## src/rtl/cvp_pkg.sv

```systemverilog
// ----------------------------------------------------------------------------
// cvp_pkg
// Shared types, register indexes and fixed-point helpers for the camera view
// projection pipeline.
// ----------------------------------------------------------------------------
package cvp_pkg;

  // Register indexes on the configuration port
  localparam logic [2:0] REG_CAM_X = 3'd0;
  localparam logic [2:0] REG_CAM_Y = 3'd1;
  localparam logic [2:0] REG_CAM_Z = 3'd2;
  localparam logic [2:0] REG_ROT_W = 3'd3;
  localparam logic [2:0] REG_ROT_I = 3'd4;
  localparam logic [2:0] REG_ROT_J = 3'd5;
  localparam logic [2:0] REG_ROT_K = 3'd6;
  localparam logic [2:0] REG_FOCAL = 3'd7;

  // Quotient bits resolved by the divider, one per stage
  localparam int DIV_BITS = 32;
  // Six transform stages, divider entry, divider steps, output register
  localparam int LATENCY  = 8 + DIV_BITS;

  localparam logic signed [31:0] Q_ONE   = 32'sd1073741824;
  localparam logic signed [36:0] LIM33   = 37'sd8589934591;
  localparam logic [31:0]        SAT_POS = 32'h7fff_ffff;
  localparam logic [31:0]        SAT_NEG = 32'h8000_0000;

  typedef struct packed {
    logic signed [31:0] cam_x;
    logic signed [31:0] cam_y;
    logic signed [31:0] cam_z;
    logic signed [31:0] rot_w;
    logic signed [31:0] rot_i;
    logic signed [31:0] rot_j;
    logic signed [31:0] rot_k;
    logic [30:0]        focal;
  } cvp_cfg_t;

  // One projection job for a divider lane
  typedef struct packed {
    logic        valid;
    logic        neg;    // sign of v*z
    logic        vpos;   // v > 0
    logic        vneg;   // v < 0
    logic        zz;     // rotated z is zero
    logic        side;   // ahead flag, carried along
    logic [63:0] num;    // |v| * f
    logic [32:0] den;    // |z|
  } cvp_div_in_t;

  typedef struct packed {
    logic        valid;
    logic        ovf;
    logic        side;
    logic [31:0] res;
  } cvp_div_out_t;

  // Q2.30 by Q16.16 product
  function automatic logic signed [65:0] mul_q(input logic signed [33:0] a,
                                               input logic signed [31:0] b);
    return 66'(a) * 66'(b);
  endfunction

  // Round a product to Q16.16: floor((p + 2^29) / 2^30)
  function automatic logic signed [34:0] rnd_q(input logic signed [65:0] p);
    logic signed [66:0] s;
    s = 67'(p) + 67'sd536870912;
    return s[64:30];
  endfunction

  // Clamp to [-(2^33-1), 2^33-1]
  function automatic logic signed [33:0] clamp_r(input logic signed [36:0] v);
    logic signed [33:0] r;
    if (v > LIM33) begin
      r = LIM33[33:0];
    end else if (v < -LIM33) begin
      r = 34'(-LIM33);
    end else begin
      r = v[33:0];
    end
    return r;
  endfunction

endpackage

```

## src/rtl/cvp_cfg.sv

```systemverilog
// ----------------------------------------------------------------------------
// cvp_cfg
// Configuration register file; quaternion parts are clamped on write.
// ----------------------------------------------------------------------------
module cvp_cfg
  import cvp_pkg::*;
(
  input  logic        clk,
  input  logic        rst_n,
  input  logic        cfg_valid,
  output logic        cfg_ready,
  input  logic [2:0]  cfg_index,
  input  logic [31:0] cfg_data,
  output cvp_cfg_t    cfg
);

  cvp_cfg_t cfg_r;

  function automatic logic signed [31:0] clamp_q(input logic signed [31:0] v);
    logic signed [31:0] r;
    if (v > Q_ONE) begin
      r = Q_ONE;
    end else if (v < -Q_ONE) begin
      r = -Q_ONE;
    end else begin
      r = v;
    end
    return r;
  endfunction

  assign cfg_ready = 1'b1;
  assign cfg       = cfg_r;

  // Take one write beat per cycle
  always_ff @(posedge clk) begin
    if (!rst_n) begin
      cfg_r.cam_x <= '0;
      cfg_r.cam_y <= '0;
      cfg_r.cam_z <= '0;
      cfg_r.rot_w <= Q_ONE;
      cfg_r.rot_i <= '0;
      cfg_r.rot_j <= '0;
      cfg_r.rot_k <= '0;
      cfg_r.focal <= 31'd65536;
    end else if (cfg_valid) begin
      case (cfg_index)
        REG_CAM_X: cfg_r.cam_x <= cfg_data;
        REG_CAM_Y: cfg_r.cam_y <= cfg_data;
        REG_CAM_Z: cfg_r.cam_z <= cfg_data;
        REG_ROT_W: cfg_r.rot_w <= clamp_q(cfg_data);
        REG_ROT_I: cfg_r.rot_i <= clamp_q(cfg_data);
        REG_ROT_J: cfg_r.rot_j <= clamp_q(cfg_data);
        REG_ROT_K: cfg_r.rot_k <= clamp_q(cfg_data);
        REG_FOCAL: cfg_r.focal <= cfg_data[30:0];
        default: ;
      endcase
    end
  end

endmodule

```

## config.mk

```make
export PLATFORM = sky130hd
export DESIGN_NAME = cvp_cfg
export DESIGN_NICKNAME = d
export VERILOG_FILES = /design/src/rtl/cvp_pkg.sv /design/src/rtl/cvp_cfg.sv
export SDC_FILE = /design/constraint.sdc
export NUM_CORES = 1
export LEC_CHECK = 0
export ABC_AREA = 1
export BUFFER_PORTS_ARGS = -buffer_cell sky130_fd_sc_hd__buf_2
export CORE_MARGIN = 5
export CORE_UTILIZATION = 25
export DETAILED_ROUTE_END_ITERATION = 6
export PLACE_DENSITY = 0.48
export SYNTH_ARGS = -nofsm -noshare
export SYNTH_HDL_FRONTEND = slang
export SYNTH_SLANG_ARGS = --single-unit
```

## constraint.sdc

```tcl
create_clock -name clk -period 2.44 [get_ports clk]
set_clock_uncertainty 0.2 [all_clocks]
set_input_delay 0.244 -clock clk [delete_from_list [all_inputs] [get_ports clk]]
set_output_delay 0.244 -clock clk [all_outputs]
set_load 0.01 [all_outputs]
```

* Word level (Yosys, flattened, before mapping) *
Cells that the tools add are included.

word-level totals
  input port bits = 38
  bits in registers = 255
  output and inout bits = 256
  word-level logic and storage cells = 28

cells by class
  reductions and logical operators = 9
  equal/unequal tests = 7
  mux-type cells = 2
  $lt $le $gt $ge = 2

operators by type and width
  operator                                                                count
  32-bit 2-to-1 mux                                                       2
  32-bit > comparator, second input constant                              1
  32-bit by 31-bit < comparator with 1-bit output, second input constant  1
  2-bit AND reduction                                                     8
  3-bit equality test, second input constant                              4
  3-bit by 2-bit equality test with 1-bit output, second input constant   2
  3-bit by 1-bit equality test with 1-bit output, second input constant   1
  3-bit logical NOT                                                       1

* Logic depth before layout (Yosys ltp) *
  depth in word-level cells = 3
  gate-level depth with buffers = 10
  gate-level depth less buffers = 9

* Worst setup path after synthesis *
No wires, ideal clock.

  path kind = input-to-reg
  start = input port cfg_data[31]
  end = register cfg_r, in the netlist cfg[100]
  slack = 1.033 ns
  path buffers = 1
  stages on the path = 6
  setup time = 0.128 ns
  arrival time = 1.078 ns
  required time = 2.112 ns
  cell sequence = clkinv_1 -> nor2_1 -> clkbuf_1 -> nor2_1 -> nand2_1 -> a21oi_1

on the way
  word-level cells in the longest chain between the ends = 3

RTL lines
  element                                          RTL line       RTL
  start, declared                                  cvp_cfg.sv:13  input logic [31:0] cfg_data,
  32-bit by 31-bit < comparator with 1-bit output  cvp_cfg.sv:23  end else if (v < -Q_ONE) begin
  32-bit 2-to-1 mux                                cvp_cfg.sv:23
  32-bit 2-to-1 mux *                              --
  end, declared                                    cvp_cfg.sv:17  cvp_cfg_t cfg_r;

Mark *: on every way between the ends. The rest lies on a longest branch, timed or not.
A chain may end at the register's enable or synchronous reset.

* Worst setup path in the final report *
  start = input port cfg_index[1]
  end = register cfg_r, in the netlist cfg[231]

on the way
  word-level cells in the longest chain between the ends = 2

RTL lines
  element                        RTL line       RTL
  start, declared                cvp_cfg.sv:12  input logic [2:0] cfg_index,
  3-bit logical NOT              cvp_cfg.sv:46  case (cfg_index)
  2-bit AND reduction (no line)  --

Every way passes these cells.

==> impl_metrics.toml <==
[layout]
fin_nets = 1352
area_growth_pct = 40.17
largest_register_ffs = 255
layout-drive-gt1-share_pct = 28.97
layout.cells.non_filler = 1785
utilization_pct = 35.73

[worst_setup_path]
max_stage_delay_ns = 0.57
ff2ff_path_depth = 2
path_delay_family = "buffers and inverters"
crit-reg2reg-capture = "cfg[248]$_SDFFE_PN0P_"
ff2ff_setup_slack_ns = 1.54
endpoint_kind = "flip-flop"
cp-startpoint = "cfg_index[1]"
crit_chain = "dlygate4sd3_1 > buf_2 > nor2_1 > dlygate4sd3_1 > inv_2 > nor2_4 > buf_12 > o21ai_0 > a21oi_1"
worstPathRequired_ns = 2.71
crit_top_cell = "dlygate4sd3_1"
crit_buf_inv = 5
worst_setup_path_start_kind = "input port"
r2r-start = "cfg[248]$_SDFFE_PN0P_"
crit_slowest_cell = "dlygate4sd3_1"
crit_arrival_ns = 2.48
crit_path_max_fanout = 44
critical_path_class = "in2reg"

[floorplan]
ioPinCount = 294
die_area_sq_um = 38170
die_height_um = 195.4
die_w_um = 195.4
start_util_pct = 25.49
core-area_sq_um = 33700
row_count = 67

[synthesis]
ys_ff_latch = 255
synth_ff_type = "dfxtp_1"
synth_common_cells = "dfxtp_1 (255), o21ai_0 (254), a21oi_1 (246)"
ys_types = 18
synthArstFlopShare_pct = 0
ys_seq_area_share_pct = 59.43
synth_area_leaders = "dfxtp_1 (59%), o21ai_0 (15%), a21oi_1 (14%)"
netlist_instances = 1003
synth_area_leader_cell = "dfxtp_1"
yosysTopAreaCellShare_pct = 59.43
synth_area_per_cell_sq_um = 8.564
synth_nets = 1041
synth-warning-count = 0
post-synth-top-count-cell = "dfxtp_1"
synth-edff-count = 0
synth.cell_area_sq_um = 8589

[power_and_ir_drop]
peakVddDrop_uv = 472.9
pwr_density_cell_nw_per_um2 = 783.1
p_leak_nw = 5.615
p_total_mw = 9.428

[worst_hold_path]
hold_path_end = "cfg[157]$_SDFFE_PN1P_"
hold_path_startpoint = "cfg_index[2]"
hold_depth = 5
hold_path_class = "in2reg"

[clocking]
htree_levels = 1
cts_tree = "yes"
root_buffer = "clkbuf_16"
path_clk_slew_ns = 0.06
clk-insertion-delay-late_ns = 0.53
numCtsBuffers = 29
cts_setup_buffers = 0
clock-sinks = 255
cts.path.max_buffers = 3

[run_status]
status = "finished clean"

[drt]
wl_um = 32510
first_pass_iters = 4
dr_total_vias = 8106
drt-initial-drc-count = 316
vias_per_cell = 4.541
drc = 0
wl_per_cell_um = 18.21
antenna_left = 0

[global_routing]
grt_max_degree = 89
grt.total_usage_pct = 16.15
grt_pass1_wl_um = 49670
grt.overflow.total = 0
antenna_found_initial = 0
grt_pass1_vias = 8134

[sta]
slew_violations = 0
worst_slack_ns = 0.2257
period_share_pct = 90.75
setup_tns_ns = 0
rsz0062_at_grt = "no"
clock.fmax_mhz = 451.6
hold_violations = 0
period_needed_ns = 2.214
setup_violations = 0

[placement]
gp_congestion = 0.8041
place_ws_ns = 0.3002
place_inst = 1694
place_hpwl_um = 22400
place.port_buffers = 292

[job]
cap_violations = 0
[per-stage QoR]
| step | hold slack, ns | cell area (sq um) |
|---|---|---|
| floorplan | 0.1789 | 8589 |
| global placement | 0.2573 | 10740 |
| detailed placement | 0.2703 | 10740 |
| CTS | 0.04439 | 12030 |
| global route | 0.1377 | 12040 |
| finish | 0.09865 | 12040 |
[worst min-delay path, cell delays in order]
cell     delay [ns]
buf_2          0.10
nor2_1         0.05
inv_2          0.23
o21ai_0        0.12
nand3_1        0.06
[timing repair]
item	in CTS	in global routing
gates resized for setup	0	0
hold buffers	36	0
hold endpoints to repair	135	0
endpoints found under the setup margin	0	20
[area by class of cell]
cell class                 count  area [sq um]
sequential                   255          5105
inverter                      38         142.6
clock buffer                  40         827.0
tap                          448         560.5
timing repair buffer         362          2233
multi-input combinational    628          3063
fill                        3569         21660
antenna                        1         2.502
clock inverter                13         106.4
[cells by family after synthesis]
group / count (synthesis) / share of synthesized area, %
AOI/OAI and AO/OA: 501 / 29.22
buffers and inverters: 121 / 5.506
DFF: 255 / 59.43
other: 1 / 0.04366
and+or+nand+nor: 125 / 5.798
[power breakdown]
group,total [mW],internal (mW),switching [mW]
sequential,4.38,4.31,0.0727
clock,4.22,2.47,1.75
combinational,0.822,0.302,0.520
[placed cells by master, fill, tap and decap left out, drive strengths merged, types with 5 or more instances in the layout]
master,n
clkinv,8
dfxtp,255
nor2,61
a21oi,246
buf,326
o21ai,254
nand2,57
clkbuf,40
inv,37
nor3,6
clkinvlp,5
dlygate4sd3,36
[metal layers]
| layer | part of all wire, % | wire [um] | GRT usage, % |
|---|---|---|---|
| met1 | 43 | 13860 | 20.05 |
| met3 | 6.4 | 2096 | 3.739 |
| met5 | 0 | 0 | 0 |
| met2 | 49 | 15950 | 28.46 |
| met4 | 1.9 | 602 | 3.750 |
[how the worst max path moves through the flow]
stage | depth (start not counted) | slack (ns) | endpoint
floorplan | 6 | 1.03 | cfg[100]$_SDFFE_PN0P_
global placement | 11 | 0.26 | cfg[73]$_SDFFE_PN0P_
detailed placement | 11 | 0.30 | cfg[41]$_SDFFE_PN0P_
CTS | 9 | 0.16 | cfg[231]$_SDFFE_PN0P_
global route | 9 | 0.08 | cfg[240]$_SDFFE_PN0P_
finish | 9 | 0.23 | cfg[231]$_SDFFE_PN0P_
Power figures use the tool's default switching activity.
